==> config.mk <==
export PLATFORM = sky130hd
export DESIGN_NAME = lpm_rot_cell
export DESIGN_NICKNAME = d
export VERILOG_FILES = /design/src/rtl/core/lpm_pkg.sv /design/src/rtl/core/lpm_rot_cell.sv
export SDC_FILE = /design/constraint.sdc
export NUM_CORES = 1
export LEC_CHECK = 0
export BUFFER_PORTS_ARGS = -buffer_cell sky130_fd_sc_hd__buf_2
export CAP_MARGIN = 25
export CORE_MARGIN = 2
export CORE_UTILIZATION = 50
export CTS_CLUSTER_SIZE = 28
export DETAILED_ROUTE_END_ITERATION = 8
export GPL_TIMING_DRIVEN = 0
export PLACE_DENSITY = 0.88
export SYNTH_ARGS = -nofsm -noshare
export SYNTH_HDL_FRONTEND = slang
export SYNTH_SLANG_ARGS = --single-unit
==> constraint.sdc <==
create_clock -name clk -period 3.8 [get_ports clk]
set_input_delay 0.76 -clock clk [delete_from_list [all_inputs] [get_ports clk]]
set_output_delay 0.76 -clock clk [all_outputs]
set_load 0.005 [all_outputs]
==> src/rtl/core/lpm_pkg.sv <==
// Shared types, widths and constants for the polar line meter-to-pixel pipeline.
// Used by the CORDIC cells, the divider cell and the top level.
`default_nettype none
package lpm_pkg;

  localparam int CORDIC_STEPS_DEF = 28;

  localparam int CFG_W   = 22;
  localparam int RHO_W   = 32;
  localparam int THETA_W = 32;
  localparam int RHOP_W  = 40;
  localparam int ROT_W   = 34;
  localparam int ANG_W   = 34;
  localparam int VEC_W   = 48;
  localparam int NUM_W   = 64;
  localparam int MAG_W   = 63;
  localparam int DIST_W  = 45;
  localparam int REM_W   = 46;
  localparam int QUO_W   = 41;
  localparam int LOW_W   = 24;
  localparam int FRAC_W  = 17;
  localparam int GAIN_W  = 30;
  localparam int ADDR_W  = 4;

  localparam logic signed [ANG_W-1:0] PI_Q29      = 34'sd1686629713;
  localparam logic signed [ANG_W-1:0] HALF_PI_Q29 = 34'sd843314857;
  localparam logic [GAIN_W-1:0]       INV_GAIN    = 30'd652032874;
  localparam logic [DIST_W-1:0]       TINY_D      = 45'd1074;

  localparam logic [1:0] REG_FOCAL_X  = 2'd0;
  localparam logic [1:0] REG_FOCAL_Y  = 2'd1;
  localparam logic [1:0] REG_CENTER_U = 2'd2;
  localparam logic [1:0] REG_CENTER_V = 2'd3;

  typedef struct packed {
    logic signed [ROT_W-1:0] x;
    logic signed [ROT_W-1:0] y;
    logic signed [ANG_W-1:0] z;
  } rot_t;

  typedef struct packed {
    logic signed [VEC_W-1:0] x;
    logic signed [VEC_W-1:0] y;
    logic signed [ANG_W-1:0] z;
  } vec_t;

  typedef struct packed {
    logic [REM_W-1:0]  r;
    logic [QUO_W-1:0]  nb;
    logic [QUO_W-1:0]  q;
    logic [DIST_W-1:0] d;
  } div_t;

  // atan(2^-i) in Q29
  function automatic logic signed [ANG_W-1:0] atan_q29(input int idx);
    logic signed [ANG_W-1:0] a;
    case (idx)
      0:  a = 34'sd421657428;
      1:  a = 34'sd248918915;
      2:  a = 34'sd131521918;
      3:  a = 34'sd66762579;
      4:  a = 34'sd33510843;
      5:  a = 34'sd16771758;
      6:  a = 34'sd8387925;
      7:  a = 34'sd4194219;
      8:  a = 34'sd2097141;
      9:  a = 34'sd1048575;
      10: a = 34'sd524288;
      11: a = 34'sd262144;
      12: a = 34'sd131072;
      13: a = 34'sd65536;
      14: a = 34'sd32768;
      15: a = 34'sd16384;
      16: a = 34'sd8192;
      17: a = 34'sd4096;
      18: a = 34'sd2048;
      19: a = 34'sd1024;
      20: a = 34'sd512;
      21: a = 34'sd256;
      22: a = 34'sd128;
      23: a = 34'sd64;
      24: a = 34'sd32;
      25: a = 34'sd16;
      26: a = 34'sd8;
      27: a = 34'sd4;
      28: a = 34'sd2;
      29: a = 34'sd1;
      default: a = '0;
    endcase
    return a;
  endfunction

endpackage
`default_nettype wire

==> src/rtl/core/lpm_rot_cell.sv <==
// One rotation-mode CORDIC step with a registered output and a carried payload.
// Depends on lpm_pkg.
`default_nettype none
module lpm_rot_cell
  import lpm_pkg::*;
#(
  parameter int IDX = 0,
  parameter int PW  = 1
) (
  input  wire logic          clk,
  input  wire logic          rst,
  input  wire logic          in_valid,
  input  wire rot_t          in_st,
  input  wire logic [PW-1:0] in_pay,
  output logic               out_valid,
  output rot_t               out_st,
  output logic [PW-1:0]      out_pay
);

  rot_t st_next;
  logic signed [ROT_W-1:0] dx;
  logic signed [ROT_W-1:0] dy;

  always_comb begin
    dx = in_st.y >>> IDX;
    dy = in_st.x >>> IDX;
    if (!in_st.z[ANG_W-1]) begin
      st_next.x = in_st.x - dx;
      st_next.y = in_st.y + dy;
      st_next.z = in_st.z - atan_q29(IDX);
    end else begin
      st_next.x = in_st.x + dx;
      st_next.y = in_st.y - dy;
      st_next.z = in_st.z + atan_q29(IDX);
    end
  end

  always_ff @(posedge clk) begin
    if (rst) begin
      out_valid <= 1'b0;
    end else begin
      out_valid <= in_valid;
    end
    out_st  <= st_next;
    out_pay <= in_pay;
  end

endmodule
`default_nettype wire

=== After elaboration in Yosys (flattened, before gate mapping) ===
Cells that the tools add are included.

* Bits in registers: 104
* Bits of input ports: 106
* Output and inout bits: 104
* Logic and storage cells: 11

* Add/subtract/negate cells: 5
* Muxes and demuxes: 1

{| class="wikitable"
|+ Operators with widths
! cell !! number
|-
| two-way mux 102 bit || 1
|-
| subtractor 34 bit || 2
|-
| adder 34 x 30 -> 34 bit (second input constant) || 1
|-
| adder 34 bit || 1
|-
| subtractor 34 x 30 -> 34 bit (second input constant) || 1
|}

=== Longest topological paths before layout ===
* Depth after elaboration: 2
* Depth in mapped cells: 13
* Gate-level depth less buffers: 11

=== Least setup slack after synthesis ===
Ideal clock, no wire load.

* Kind: in2reg
* Start point: input port in_st[33] (netlist bit)
* End point: register out_st[31] (netlist bit)
* Setup time: 0.119 ns
* Data arrival time: 3.751 ns
* Data required time: 3.681 ns
* Path slack: -0.070 ns
* Stages on the path: 13
* Buffers on the path: 3
* Cells stage by stage: clkbuf_1 inv_1 clkbuf_1 buf_1 ha_1 and4_1 nand2_1 nor3_1 o2111ai_1 a21oi_1 nor2_1 o31a_1 xnor2_1

{| class="wikitable"
|+ RTL lines
! item !! RTL line !! text
|-
| from (decl) || lpm_rot_cell.sv:13 || <nowiki>input wire rot_t in_st,</nowiki>
|-
| to (signal assigned) || lpm_rot_cell.sv:44 || <nowiki>out_st <= st_next;</nowiki>
|-
| to (decl) || lpm_rot_cell.sv:16 || <nowiki>output rot_t out_st,</nowiki>
|}

==> reports/metrics.csv <==
stage,metric,value,unit
status,run status,"complete, no violations",
global_route,initial antenna violation count,0,
logic_synthesis,"EDFF count, synth",0,
placed_design,Post-DP Area,0.0114,mm²
route,drt drc,0,
logic_synthesis,post-synthesis cell type count,77,
cts,clk buf depth,2,
global_route,largest net degree at the start of global routing,27,
timing,Final Hold Fails,0,
global_route,total gr overflow,0,
final_layout,"commonest non-fill, non-tap cell in the layout",buf_2,
pwr,PD cells,352,mW/mm²
route,Vias,11000,
floorplanning,Core Rows,51,
hold_path,Hold/Removal Path Class,primary input to flop,
timing,worst-margin pin slew,1.09,ns
pwr,worst vdd rail ir drop,206,µV
hold_path,Hold EP,out_pay,
logic_synthesis,Main synth FF type,dfxtp_1,
cts,TritonCTS Sinks,103,
timing,Final Cycle Share,96.4,%
global_route,total track usage,30.7,%
cts,TritonCTS clock tree,built,
final_layout,post-route cell area,0.0117,mm²
placed_design,PortBufs,209,
route,Routed Antenna Nets,0,
logic_synthesis,number of synthesized register bits,103,
setup_path,CP Launch Type,primary input,
logic_synthesis,Cells after Synth,1314,
setup_path,Critical Path RT,4.03,ns
run,MaxCap Viol Count,0,
route,WL/cell,19.0,µm
floorplanning,Die ar.,0.0212,mm²
cts,CTS H-tree lvls,3,
setup_path,Worst path slowest cell,a2111oi_0,
cts,CTS Buf Count,9,
setup_path,Crit path largest cell delay,0.95,ns
floorplanning,Ports,210,
timing,worst setup margin,0.135,ns
logic_synthesis,sequential share of the synthesized area,20.5,%
hold_path,hold path startpoint,in_pay,
cts,clock root buffer,clkbuf_16,
route,total iterations of the first detailed-routing run,6,
route,Via density,6.08,
timing,TNS Setup,0,ns
floorplanning,Die X-Extent,146,µm
logic_synthesis,syn nets,1553,
final_layout,proportion of layout cells with a drive suffix above 1,18.2,%
floorplanning,Chip Height,146,µm
logic_synthesis,syn avg cell area,7.64,µm²
final_layout,Ant. Diodes,0,
timing,Setup Viol. Count Final,0,
setup_path,CP Max Fanout,7,
setup_path,Crit Path Class,primary input to flop,
timing,max-slew violation count,0,
final_layout,fin nets,1773,
setup_path,Critical Path AT,3.90,ns
timing,fmax,273,MHz
timing,relative max-transition margin,25.5,%
logic_synthesis,Post-synth ARST share,0,%
final_layout,Filler cells,1857,
floorplanning,core box area,0.0196,mm²
setup_path,critical path startpoint,in_st[39],
global_route,first-pass GRT wire length,53000,µm
logic_synthesis,yosys warns,0,
placed_design,dpl hpwl,27100,µm
cts,hold buffer count at cts,0,
setup_path,crit path cell chain,"buf_2, inv_1, ha_1, or3b_1, a21oi_1, a21oi_2, a2111oi_0, o31a_1, a21boi_1, mux2_2, xor2_1",
final_layout,Syn-to-layout area delta,16.8,%
placed_design,dpl ws,-1.13,ns
pwr,P_leak,5.61,nW
hold_path,hold path cells,1,
timing,WHS,0.495,ns
global_route,number of global-route vias before repair,10400,
route,final wirelength,34300,µm
placed_design,GPL Wtd Cong,1.01,
timing,Final min period,3.66,ns
cts,Worst-path clk slew,0.08,ns
final_layout,most frequent cells in the layout,"228 x buf_2, 143 x a21oi_1, 129 x ha_1",
logic_synthesis,"Cell Area, Synth",0.0100,mm²
floorplanning,Initial Utilization,51.2,%
route,initial DRC count,1171,
setup_path,Setup crit end kind,flop,
## timing repair
item | CTS | global route
buffers inserted | 0 | 2
resized for setup | 2 | 2
setup endpoints to repair | 20 | 8
endpoints found under the hold margin | 0 | 0
## Yosys cell counts, drive strengths merged (28+ instances only)
library cell | instances | share of area [%]
a21o | 43 | 3.2
a21oi | 144 | 7.2
buf | 31 | 1.5
dfxtp | 103 | 21
ha | 129 | 16
inv | 113 | 4.2
nand2 | 83 | 3.1
nor2 | 96 | 3.6
nor3 | 31 | 1.6
o21ai | 89 | 4.4
xnor2 | 60 | 5.2
xor2 | 28 | 2.4
## logic make-up after synthesis
logic type / after synthesis / synth area share (%)
AO/OA/AOI/OAI: 443 / 28.8
XOR/XNOR: 88 / 7.68
adder cells (fa/ha/maj): 133 / 16.9
buffers and inverters: 171 / 6.72
flip-flops: 103 / 20.5
multiplexers: 16 / 1.61
AND/OR/NAND/NOR: 360 / 17.8
## where the power goes
part	leakage [nW]	total, W	internal (W)	switching, W
logic	4.61	0.00181	0.000728	0.00108
registers	0.869	0.00139	0.00133	0.0000609
clock network	0.130	0.000932	0.000453	0.000479
## layer usage
| metal | part of all wire (%) | vias up | GRT usage (%) | wire, µm |
|---|---|---|---|---|
| met5 | 0 | - | 0 | 0 |
| met4 | 4.8 | 0 | 13.8 | 1630 |
| met3 | 9.6 | 143 | 6.08 | 3300 |
| met2 | 46 | 680 | 52.3 | 15900 |
| met1 | 39 | 5027 | 37.3 | 13400 |
| li1 | - | 5122 | - | - |
## how the worst max path moves through the flow
stage          slack [ns]    endpoint
6_report             0.14  out_st[91]
5_1_grt            -0.004  out_st[33]
4_1_cts              0.02  out_st[31]
3_5_place_dp        -1.13  out_st[31]
3_3_place_gp        -1.18  out_st[31]
2_1_floorplan        0.22  out_st[31]
## registers in the layout (all words and copies together), names as in the netlist
name       cells
out_valid      1
out_pay        1
out_st       101
## area by class of cell
class                           instances  area [µm²]  area share (%)
Buffer                                 56         246            2.10
Clock buffer                            9         225            1.92
Clock inverter                          7        56.3           0.481
Inverter                              113         428            3.65
Multi-Input combinational cell       1040        7300            62.3
Sequential cell                       103        2060            17.6
Tap cell                              265         332            2.83
Timing Repair Buffer                  211        1060            9.08
## stage by stage
step,power [W],cells,utilization (%)
after floorplan,0.00250,1314,-
after global placement,0.00313,1788,58.3
after detailed placement,0.00317,1788,58.3
after CTS,0.00409,1802,59.7
after global routing,0.00433,1804,59.8
final,0.00413,1804,59.8
## critical path, delay by kind of cell
kind,cells,cell delay [ns]
AO/OA/AOI/OAI,5,1.73
AND/OR/NAND/NOR,1,0.40
adder cells (fa/ha/maj),1,0.39
multiplexers,1,0.29
buffers and inverters,2,0.15
XOR/XNOR,1,0.15
Note: power is estimated with default switching activity, not from simulation.
