## config.mk

```make
export PLATFORM = sky130hd
export DESIGN_NAME = lpm_vec_cell
export DESIGN_NICKNAME = d
export VERILOG_FILES = /design/src/rtl/core/lpm_pkg.sv /design/src/rtl/core/lpm_vec_cell.sv
export SDC_FILE = /design/constraint.sdc
export NUM_CORES = 1
export LEC_CHECK = 0
export BUFFER_PORTS_ARGS = -buffer_cell sky130_fd_sc_hd__buf_2
export CORE_MARGIN = 2
export CORE_UTILIZATION = 23
export DETAILED_ROUTE_END_ITERATION = 10
export GPL_TIMING_DRIVEN = 1
export PLACE_DENSITY = 0.46
export SYNTH_ARGS = -nofsm -noshare
export SYNTH_HDL_FRONTEND = slang
export SYNTH_SLANG_ARGS = --single-unit
```

## constraint.sdc

```tcl
create_clock -name clk -period 6.09 [get_ports clk]
set_input_delay 0.9135 -clock clk [delete_from_list [all_inputs] [get_ports clk]]
set_output_delay 0.9135 -clock clk [all_outputs]
set_load 0.02 [all_outputs]
```

## src/rtl/core/lpm_pkg.sv

```systemverilog
// Shared types, widths and constants for the polar line meter-to-pixel pipeline.
// Used by the CORDIC cells, the divider cell and the top level.
`default_nettype none
package lpm_pkg;

  localparam int CORDIC_STEPS_DEF = 28;

  localparam int CFG_W   = 22;
  localparam int RHO_W   = 32;
  localparam int THETA_W = 32;
  localparam int RHOP_W  = 40;
  localparam int ROT_W   = 34;
  localparam int ANG_W   = 34;
  localparam int VEC_W   = 48;
  localparam int NUM_W   = 64;
  localparam int MAG_W   = 63;
  localparam int DIST_W  = 45;
  localparam int REM_W   = 46;
  localparam int QUO_W   = 41;
  localparam int LOW_W   = 24;
  localparam int FRAC_W  = 17;
  localparam int GAIN_W  = 30;
  localparam int ADDR_W  = 4;

  localparam logic signed [ANG_W-1:0] PI_Q29      = 34'sd1686629713;
  localparam logic signed [ANG_W-1:0] HALF_PI_Q29 = 34'sd843314857;
  localparam logic [GAIN_W-1:0]       INV_GAIN    = 30'd652032874;
  localparam logic [DIST_W-1:0]       TINY_D      = 45'd1074;

  localparam logic [1:0] REG_FOCAL_X  = 2'd0;
  localparam logic [1:0] REG_FOCAL_Y  = 2'd1;
  localparam logic [1:0] REG_CENTER_U = 2'd2;
  localparam logic [1:0] REG_CENTER_V = 2'd3;

  typedef struct packed {
    logic signed [ROT_W-1:0] x;
    logic signed [ROT_W-1:0] y;
    logic signed [ANG_W-1:0] z;
  } rot_t;

  typedef struct packed {
    logic signed [VEC_W-1:0] x;
    logic signed [VEC_W-1:0] y;
    logic signed [ANG_W-1:0] z;
  } vec_t;

  typedef struct packed {
    logic [REM_W-1:0]  r;
    logic [QUO_W-1:0]  nb;
    logic [QUO_W-1:0]  q;
    logic [DIST_W-1:0] d;
  } div_t;

  // atan(2^-i) in Q29
  function automatic logic signed [ANG_W-1:0] atan_q29(input int idx);
    logic signed [ANG_W-1:0] a;
    case (idx)
      0:  a = 34'sd421657428;
      1:  a = 34'sd248918915;
      2:  a = 34'sd131521918;
      3:  a = 34'sd66762579;
      4:  a = 34'sd33510843;
      5:  a = 34'sd16771758;
      6:  a = 34'sd8387925;
      7:  a = 34'sd4194219;
      8:  a = 34'sd2097141;
      9:  a = 34'sd1048575;
      10: a = 34'sd524288;
      11: a = 34'sd262144;
      12: a = 34'sd131072;
      13: a = 34'sd65536;
      14: a = 34'sd32768;
      15: a = 34'sd16384;
      16: a = 34'sd8192;
      17: a = 34'sd4096;
      18: a = 34'sd2048;
      19: a = 34'sd1024;
      20: a = 34'sd512;
      21: a = 34'sd256;
      22: a = 34'sd128;
      23: a = 34'sd64;
      24: a = 34'sd32;
      25: a = 34'sd16;
      26: a = 34'sd8;
      27: a = 34'sd4;
      28: a = 34'sd2;
      29: a = 34'sd1;
      default: a = '0;
    endcase
    return a;
  endfunction

endpackage
`default_nettype wire

```

## src/rtl/core/lpm_vec_cell.sv

```systemverilog
// One vectoring-mode CORDIC step with a registered output and a carried payload.
// Depends on lpm_pkg.
`default_nettype none
module lpm_vec_cell
  import lpm_pkg::*;
#(
  parameter int IDX = 0,
  parameter int PW  = 1
) (
  input  wire logic          clk,
  input  wire logic          rst,
  input  wire logic          in_valid,
  input  wire vec_t          in_st,
  input  wire logic [PW-1:0] in_pay,
  output logic               out_valid,
  output vec_t               out_st,
  output logic [PW-1:0]      out_pay
);

  vec_t st_next;
  logic signed [VEC_W-1:0] dx;
  logic signed [VEC_W-1:0] dy;

  always_comb begin
    dx = in_st.y >>> IDX;
    dy = in_st.x >>> IDX;
    if (!in_st.y[VEC_W-1]) begin
      st_next.x = in_st.x + dx;
      st_next.y = in_st.y - dy;
      st_next.z = in_st.z + atan_q29(IDX);
    end else begin
      st_next.x = in_st.x - dx;
      st_next.y = in_st.y + dy;
      st_next.z = in_st.z - atan_q29(IDX);
    end
  end

  always_ff @(posedge clk) begin
    if (rst) begin
      out_valid <= 1'b0;
    end else begin
      out_valid <= in_valid;
    end
    out_st  <= st_next;
    out_pay <= in_pay;
  end

endmodule
`default_nettype wire

```

# --- After elaboration in Yosys (flattened, before gate mapping) ---
# Cells that the tools add are included.
# W data, S select, Z words.
op_classes:
  mux: 1
  add_sub_neg: 5
ops:
  columns: ["operator", "count"]
  rows:
  - ["$mux W130", 1]
  - ["$sub A48 B48 Y48", 2]
  - ["$add A48 B48 Y48", 1]
  - ["$add A34 B30 Y34 const B", 1]
  - ["$sub A34 B30 Y34 const B", 1]
word_totals:
  output_inout_bits: 132
  in_bits: 134
  wordCells: 11
  reg_bits: 132

# --- Logic depth before layout (Yosys ltp) ---
# Gate-level depths: netlist of the first run.
depth:
  depth_word: 2
  mapped_depth: 15
  depth_no_buf: 12

# --- Worst setup path after synthesis of the first run ---
# No wires, ideal clock.
synth_path:
  path_kind: "input to register"
  startpoint: "input port in_st[81] (netlist name)"
  endpoint: "register out_st[32] (netlist name)"
  cell_stages: 15
  path_slack_ns: 1.491
  path_buffers: 4
  arrival_ns: 4.472
  setup_time_ns: 0.127
  t_required_ns: 5.963
  path_cell_list: "clkbuf_1 > inv_1 > clkbuf_1 > clkbuf_1 > buf_1 > ha_1 > nor2b_1 > o31a_1 > o31ai_1 > a31oi_1 > o21a_1 > o31ai_1 > nand3b_1 > o21ai_0 > xor2_1"
synth_rtl:
  columns: ["element", "line_no", "text"]
  rows:
  - ["start: declaration", "lpm_vec_cell.sv:13", "input wire vec_t in_st,"]
  - ["end signal: assignment", "lpm_vec_cell.sv:44", "out_st <= st_next;"]
  - ["end: declaration", "lpm_vec_cell.sv:16", "output vec_t out_st,"]

==> flow_summary.json, run 1 <==
{
  "gp_congestion": 0.9110,
  "synth_xor_area_frac": 0.07618,
  "setup_violations": 0,
  "power_density_mw_per_mm2": 253.5,
  "end_kind": "flip-flop",
  "dr.pass1.iters": 5,
  "overflow": 0,
  "drv_slew": 0,
  "crit_arrival_ps": 4800,
  "die_area_sq_mm": 0.05942,
  "dp_slack_ps": 1272,
  "synth_edf_count": 0,
  "start_util": 0.2336,
  "cts_buffer_depth": 2,
  "regArea_sq_mm": 0.002623,
  "remaining_drc_errors": 0,
  "ys.flop_type": "dfxtp_1",
  "synthMuxAreaShare": 0.01514,
  "p_total_w": 0.004023,
  "synth_nets": 2099,
  "dr.first_iter.drc_count": 1174,
  "cap_violations": 0,
  "synth_cells": 1774,
  "synth-adder-area-share": 0.1830,
  "cts-root-buf": "clkbuf_16",
  "yosys_warnings": 0,
  "grt_max_degree": 73,
  "antenna_found_initial": 5,
  "cts_tree": "done",
  "dpl.cell_count": 2727,
  "synth_top_family_by_area": "compound AO/OA/AOI/OAI gates",
  "ys_ff_latch": 131,
  "postCtsSetupRepairBufs": 0,
  "fp.dieW_um": 243.8,
  "layout_setup_ws_ps": 1650,
  "grtUsageTotal": 0.1869,
  "tightest_slew_ps": 1042,
  "fin_hold_ws_ps": 538.0,
  "avgRoutedWirePerCell_um": 20.61,
  "status": "finished clean",
  "ant_nets": 0,
  "yosys.area_share.simple": 0.1569,
  "cts_resized": 0,
  "clkSinkCount": 131,
  "synth_cell_types": 72,
  "portBuffers": 265,
  "top_usage_layer": "met2",
  "layout_min_cycle_time_ps": 4440,
  "clk_pin_slew_ps": 60,
  "vias": 14000,
  "critPathLaunchType": "primary input",
  "via_per_inst": 5.070,
  "synth_compound_area_frac": 0.3021,
  "core_area_sq_mm": 0.05660,
  "gr-usage-met3": 0.03756,
  "grt_util_met2": 0.3045,
  "hold_path_class": "in2reg",
  "ys_async_sr_fraction": 0,
  "wl_mm": 56.91,
  "setup_tns_ps": 0,
  "crit_type": "in2reg",
  "worst_path_max_delay_cell": "nor3_1",
  "nets": 2315,
  "hold_buffers": 0,
  "multi_input_area_sq_mm": 0.009696,
  "h-tree-depth": 4,
  "pin_count": 266,
  "syn_area_sq_mm": 0.01322,
  "fp.dieH_um": 243.8,
  "final_cells": 2761,
  "required_ps": 6450,
  "max_freq_mhz": 225.2,
  "crit_fanout": 5,
  "timing.final.crit_share": 0.7291,
  "syn_to_final_growth_pct": 20.03,
  "cp_common_cell": "a311oi_1",
  "grt_pass1_wl_mm": 84.33,
  "hold_violations": 0,
  "rsz0062_at_grt": "false",
  "dp_hpwl_mm": 46.48,
  "slew_headroom": 0.2998,
  "grt_pass1_vias": 13590,
  "fillers": 6255,
  "critical-path-max-stage-delay_ps": 870,
  "avgSynthCellArea_sq_um": 7.453,
  "path_cells": "buf_2 > ha_1 > fa_1 > nor2b_1 > o21ai_0 > a311oi_1 > nor3_1 > a311oi_1 > o31ai_1 > o41ai_1 > a221o_1 > xnor2_1",
  "peakVddDrop_mv": 0.2279,
  "cts_made_buffers": 17,
  "drive_above_1_share": 0.1623,
  "met1_usage": 0.2458,
  "rows": 87,
  "seq_area_frac_synth": 0.1984,
  "p_leak_nw": 7.296
}
==> flip-flops by register name (all words and copies together), names as in the netlist <==
signal and count:
out_valid 1, out_pay 1, out_st 129
==> cell families (layout without fill, tap and decap cells) <==
| kind of cell | after synthesis | after routing |
|---|---|---|
| simple gates | 440 | 440 |
| compound gates | 638 | 638 |
| other cells | 0 | 2 |
| fa+ha+maj | 191 | 191 |
| buf+inv | 239 | 468 |
| flops | 131 | 131 |
| xor+xnor | 115 | 115 |
| mux | 20 | 20 |
==> final timing paths <==
check / start / to / cells past startpoint
setup / recovery: in_st[34] / out_st[128] / 12
hold / removal: in_st[1] / out_st[1] / 1
==> cells in the final DEF (no fill, tap or decap), types with 20 or more instances in the layout <==
master	n
nor3_1	48
o21ai_0	138
o31ai_1	20
a31oi_1	21
o21a_1	24
xor2_1	21
a21o_1	41
mux2i_1	20
nor2_1	132
inv_1	160
buf_2	264
ha_1	187
o21bai_1	28
xnor2_1	94
dfxtp_1	131
a21oi_1	229
nand2_1	111
nand3_1	32
nor2b_1	21
==> stage by stage <==
step                cell area, sq um    util
floorplan                      13220       -
global placement               15260  0.2696
detailed placement             15260  0.2696
CTS                            15870  0.2803
global route                   15870  0.2803
finish                         15870  0.2804
==> layer usage <==
metal / part of all wire / wire [um] / vias up
li1: - / - / 6740
met1: 0.45 / 25790 / 6622
met2: 0.46 / 26000 / 562
met3: 0.065 / 3717 / 71
met4: 0.024 / 1365 / 4
met5: 0.00054 / 31 / -
==> critical path: cells and delay by family <==
family                   cells  cell delay (ps)
buffers and inverters        1              110
AND/OR/NAND/NOR              2             1030
adder cells (fa/ha/maj)      2              630
AO/OA/AOI/OAI                6             1970
XOR/XNOR                     1              130
==> cell usage after synthesis (4+ instances only) <==
cell,instances,area (sq um)
a21oi_1,229,1146
ha_1,187,2340
inv_1,161,604.3
o21ai_0,138,690.7
nor2_1,132,495.5
dfxtp_1,131,2623
nand2_1,111,416.7
xnor2_1,94,823.3
clkbuf_1,57,214.0
nor3_1,48,240.2
a21o_1,41,307.8
nand3_1,32,160.2
o21bai_1,28,210.2
o21a_1,24,180.2
a31oi_1,21,131.4
nor2b_1,21,131.4
xor2_1,21,183.9
mux2i_1,20,200.2
o31ai_1,20,150.1
a211oi_1,19,142.6
nand2b_1,19,118.9
o211ai_1,18,135.1
buf_1,15,56.30
nand4_1,14,87.58
nor4_1,14,87.58
a211o_1,11,96.34
a21boi_0,11,82.58
or3_1,11,68.82
a2111oi_0,10,87.58
and2_1,8,50.05
or2_2,8,50.05
a221o_1,6,60.06
a311oi_1,6,52.55
and3_1,6,37.54
o2111ai_1,6,52.55
a221oi_1,5,43.79
nor3b_1,5,37.54
fa_1,4,80.08
o211a_1,4,40.04
o31a_1,4,35.03
or4_1,4,30.03
==> layout make-up <==
| cell class | instances | share of cell area |
|---|---|---|
| repair buffers | 272 | 0.08704 |
| inverters | 164 | 0.03879 |
| multi-input cells | 1404 | 0.6109 |
| clock inverters | 14 | 0.01104 |
| flip-flops and latches | 131 | 0.1652 |
| clock buffers | 18 | 0.02704 |
| well taps | 756 | 0.05960 |
| diodes | 2 | 0.0003154 |
==> where the power goes <==
part           internal, W  switching [W]
logic             0.000587        0.00118
clock network     0.000648       0.000482
registers          0.00106      0.0000717
total              0.00229        0.00173
No activity file was read; power rests on OpenSTA's default activity.
==> inputs of run 2 (changes only) <==
Clock period 6.09 ns to 4.5 ns, I/O delays scaled along.
==> run 2 against run 1 <==
Setup slack got worse by 990 ps. Clock power up 39%. Sequential power up 35%. Clock-buffer cell count stayed put. Via count hardly changed. Largest power group unchanged.
==> flow_summary.json, run 2 (synthesized netlist as in run 1, its figures left out) <==
{
  "status": "finished clean",
  "path_cells": "buf_2 > inv_1 > ha_1 > inv_1 > a2111oi_0 > buf_4 > a211oi_2 > o211ai_1 > a21oi_1 > o2111ai_1 > nand2_1 > a2111o_1 > o311ai_0",
  "critical-path-max-stage-delay_ps": 530,
  "cts_buffer_depth": 2,
  "crit_arrival_ps": 4200,
  "h-tree-depth": 4,
  "reg_top3": "out_st (129), out_pay (1), out_valid (1)",
  "cts-root-buf": "clkbuf_16",
  "power_density_mw_per_mm2": 340.5,
  "final_cell_mix": "buf_2 (264), a21oi_1 (229), ha_1 (187), inv_1 (160), o21ai_0 (138)",
  "cp.depth": 13,
  "peakVddDrop_mv": 0.3298,
  "wl_mm": 56.89,
  "vias": 14010,
  "largest_register": "out_st",
  "grtUsageTotal": 0.1875,
  "die_area_sq_mm": 0.05942,
  "slew_headroom": 0.3553,
  "hold_violations": 0,
  "cap_violations": 0,
  "cp_common_cell": "inv_1",
  "setup_tns_ps": 0,
  "dr.first_iter.drc_count": 1138,
  "final_cells": 2804,
  "cts_resized": 0,
  "pin_count": 266,
  "fp.dieW_um": 243.8,
  "p_leak_nw": 7.509,
  "setup_violations": 0,
  "hold_path_class": "in2reg",
  "multi_input_area_sq_mm": 0.009696,
  "gp_congestion": 0.9119,
  "crit_buf_inv": 4,
  "dp_hpwl_mm": 47.10,
  "rsz0062_at_grt": "false",
  "syn_to_final_growth_pct": 22.67,
  "cts_made_buffers": 17,
  "antenna_found_initial": 9,
  "nets": 2359,
  "crit_fanout": 10,
  "avgRoutedWirePerCell_um": 20.29,
  "timing.final.crit_share": 0.8524,
  "layout_min_cycle_time_ps": 3836,
  "ant_nets": 0,
  "start_util": 0.2336,
  "cp_top_family": "compound AO/OA/AOI/OAI gates",
  "fp.dieH_um": 243.8,
  "cts_tree": "done",
  "clkSinkCount": 131,
  "grt_max_degree": 69,
  "grt_pass1_wl_mm": 84.57,
  "crit_type": "in2reg",
  "postCtsSetupRepairBufs": 0,
  "endpoint": "out_st[75]",
  "portBuffers": 265,
  "critPathLaunchType": "primary input",
  "hold_buffers": 0,
  "required_ps": 4870,
  "clk_pin_slew_ps": 70,
  "via_per_inst": 4.997,
  "largest_reg_flops": 129,
  "rows": 87,
  "crit_start": "in_st[40]",
  "regArea_sq_mm": 0.002623,
  "max_freq_mhz": 260.7,
  "drv_slew": 0,
  "grt_pass1_vias": 13920,
  "drive_above_1_share": 0.1804,
  "mostFrequentLayoutCell": "buf_2",
  "worst_path_max_delay_cell": "a2111oi_0",
  "remaining_drc_errors": 0,
  "dpl.cell_count": 2771,
  "dr.pass1.iters": 5,
  "fillers": 6272,
  "core_area_sq_mm": 0.05660,
  "overflow": 0,
  "p_total_w": 0.005522,
  "end_kind": "flip-flop",
  "tightest_slew_ps": 958.5
}
[run 2: cell count changes in the layout (fill, tap and decap cells not counted)]
cell        change
buf_4          +44
bufinv_16       +1
clkbuf_1        -1
clkbuf_8        +1
clkinv_4        -2
clkinvlp_4      +3
inv_6           -3
[run 2: metal layers]
metal / GRT usage / routed length [um] / up-vias
met5: 0 / 24 / -
met4: 0.06779 / 1559 / 4
met3: 0.04087 / 3865 / 81
met2: 0.3026 / 26010 / 542
met1: 0.2443 / 25430 / 6569
li1: - / - / 6815
[run 2: how the worst min path moves through the flow]
stage | start | endpoint | slack (ps) | cells past startpoint
CTS | in_pay | out_pay | 250 | 1
floorplan | in_pay | out_pay | 700 | 0
global route | in_pay | out_pay | 270 | 1
finish | in_pay | out_pay | 290 | 1
detailed placement | in_pay | out_pay | 780 | 1
global placement | in_st[0] | out_st[0] | 780 | 1
[run 2: layout make-up]
| cell class | count | area share |
|---|---|---|
| diodes | 2 | 0.0003086 |
| clock buffers | 18 | 0.02708 |
| clock inverters | 13 | 0.01134 |
| inverters | 164 | 0.03795 |
| multi-input cells | 1404 | 0.5978 |
| flip-flops and latches | 131 | 0.1617 |
| well taps | 756 | 0.05832 |
| repair buffers | 316 | 0.1055 |
[run 2: stage by stage]
step / area, sq um / setup slack [ps] / hold slack [ps] / util
3_3_place_gp: 15590 / 330.4 / 779.4 / 0.2754
2_1_floorplan: 13220 / 139.8 / 702.7 / -
4_1_cts: 16210 / 767.1 / 247.0 / 0.2865
6_report: 16220 / 664.3 / 287.9 / 0.2865
3_5_place_dp: 15590 / 268.7 / 782.4 / 0.2754
5_1_grt: 16220 / 509.0 / 270.5 / 0.2865
[run 2: power by group]
part           switching, W  internal, W  leakage (nW)
Sequential        0.0000880      0.00143          1.11
Clock              0.000631     0.000935         0.298
Combinational       0.00160     0.000835          6.11
==> inputs of run 3 (changes only) <==
Settings changed: CELL_PAD_IN_SITES_DETAIL_PLACEMENT set to 1, CELL_PAD_IN_SITES_GLOBAL_PLACEMENT set to 1, PLACE_DENSITY 0.46 to 0.57.
==> run 3 against run 2 <==
Final area shrank 0.39%. Combinational power about the same. Sequential power about the same. Cell count is 0.11% lower. Setup slack better by 56 ps. Non-clock buffer count down 3. Wire length is 4.5% higher. Critical path depth rose by 1. Total power is 1.2% lower. Hold slack improved by 7.0 ps.
==> flow_summary.json, run 3 (synthesized netlist as in run 1, its figures left out) <==
{
  "cts_tree": "done",
  "hold_depth": 1,
  "layout_min_cycle_time_ps": 3780,
  "worst_path_max_delay_cell": "o2111ai_1",
  "drv_slew": 0,
  "clkSinkCount": 131,
  "antenna_found_initial": 12,
  "crit_arrival_ps": 4170,
  "slew_headroom": 0.3354,
  "crit_buf_inv": 5,
  "path_cells": "buf_2 > inv_1 > ha_1 > inv_1 > a2111oi_0 > buf_4 > a211oi_2 > buf_4 > o211ai_1 > a21oi_1 > o2111ai_1 > nand2_1 > a2111o_1 > o311ai_0",
  "hold_violations": 0,
  "tightest_slew_ps": 988.1,
  "largest_register": "out_st",
  "core_area_sq_mm": 0.05660,
  "cts_buffer_depth": 2,
  "final_cells": 2801,
  "hold_buffers": 0,
  "hold_path_class": "in2reg",
  "rsz0062_at_grt": "false",
  "critPathLaunchType": "primary input",
  "fp.dieH_um": 243.8,
  "max_freq_mhz": 264.6,
  "cap_violations": 0,
  "grt_pass1_wl_mm": 88.49,
  "cp.depth": 14,
  "dpl.cell_count": 2768,
  "wl_mm": 59.46,
  "nets": 2356,
  "rows": 87,
  "dp_hpwl_mm": 49.69,
  "power_density_mw_per_mm2": 337.6,
  "grt_pass1_vias": 14480,
  "clk_pin_slew_ps": 70,
  "overflow": 0,
  "p_leak_nw": 7.470,
  "hold_path_end": "out_st[1]",
  "stdcell_area_sq_mm": 0.01616,
  "worstHoldStart": "in_st[1]",
  "status": "finished clean",
  "ant_nets": 0,
  "grt_util_met2": 0.3246,
  "fillers": 7017,
  "cts_made_buffers": 17,
  "met1_usage": 0.2528,
  "pin_count": 266,
  "grt_max_degree": 61,
  "syn_to_final_growth_pct": 22.19,
  "peakVddDrop_mv": 0.2971,
  "critical-path-max-stage-delay_ps": 470,
  "cts-root-buf": "clkbuf_16",
  "dr.first_iter.drc_count": 808,
  "drive_above_1_share": 0.1791,
  "avgRoutedWirePerCell_um": 21.23,
  "largest_reg_flops": 129,
  "end_kind": "flip-flop",
  "fp.dieW_um": 243.8,
  "cts_resized": 0,
  "portBuffers": 265,
  "dr.pass1.iters": 7,
  "top_usage_layer": "met2",
  "gr-usage-met3": 0.04021,
  "cp_top_family": "compound AO/OA/AOI/OAI gates",
  "postCtsSetupRepairBufs": 0,
  "reg_top3": "out_st (129), out_pay (1), out_valid (1)",
  "mostFrequentLayoutCell": "buf_2",
  "gp_congestion": 0.9256,
  "start_util": 0.2336,
  "via_per_inst": 5.036,
  "setup_violations": 0,
  "timing.final.crit_share": 0.8399,
  "crit_fanout": 10,
  "remaining_drc_errors": 0,
  "required_ps": 4890,
  "grtUsageTotal": 0.1967,
  "final_cell_mix": "buf_2 (264), a21oi_1 (229), ha_1 (187), inv_1 (160), o21ai_0 (138)",
  "h-tree-depth": 4,
  "setup_tns_ps": 0,
  "crit_type": "in2reg",
  "place_area_sq_mm": 0.01557,
  "die_area_sq_mm": 0.05942,
  "vias": 14110
}
## run 3: metrics by stage
stage | worst slack (ps) | util | hold WS (ps) | power (W)
final | 720.5 | 0.2854 | 294.9 | 0.005454
after global routing | 522.1 | 0.2854 | 267.0 | 0.005786
after CTS | 802.4 | 0.2854 | 250.7 | 0.005537
after detailed placement | 259.6 | 0.2750 | 779.7 | 0.004005
after global placement | 316.4 | 0.2750 | 780.4 | 0.003994
after floorplan | 139.8 | - | 702.7 | 0.003027
## run 3: cell type report
type	instances	area [sq um]	area share
flip-flops and latches	131	2623	0.1623
well taps	756	945.9	0.05855
inverters	164	615.6	0.03810
multi-input cells	1404	9696	0.6001
diodes	1	2.502	0.0001549
repair buffers	313	1689	0.1046
clock buffers	18	429.2	0.02656
clock inverters	14	155.1	0.009603
## run 3: worst max path at each step
stage                       end  slack (ps)       from
global route         out_st[74]         520  in_st[44]
floorplan            out_st[32]         140  in_st[81]
global placement     out_st[75]         320  in_st[40]
finish               out_st[75]         720  in_st[40]
CTS                 out_st[128]         800  in_st[34]
detailed placement   out_st[80]         260  in_st[44]
## run 3: per-layer routing
| metal | wire [um] | vias to the layer above |
|---|---|---|
| met1 | 26730 | 6806 |
| met5 | 67 | - |
| met4 | 1550 | 10 |
| li1 | - | 6796 |
| met2 | 27750 | 417 |
| met3 | 3363 | 78 |
## run 3: power breakdown
group	internal (W)	switching (W)	total [W]
sequential	0.00143	0.000103	0.00154
clock	0.000820	0.000649	0.00147
combinational	0.000834	0.00161	0.00245
total	0.00309	0.00237	0.00545
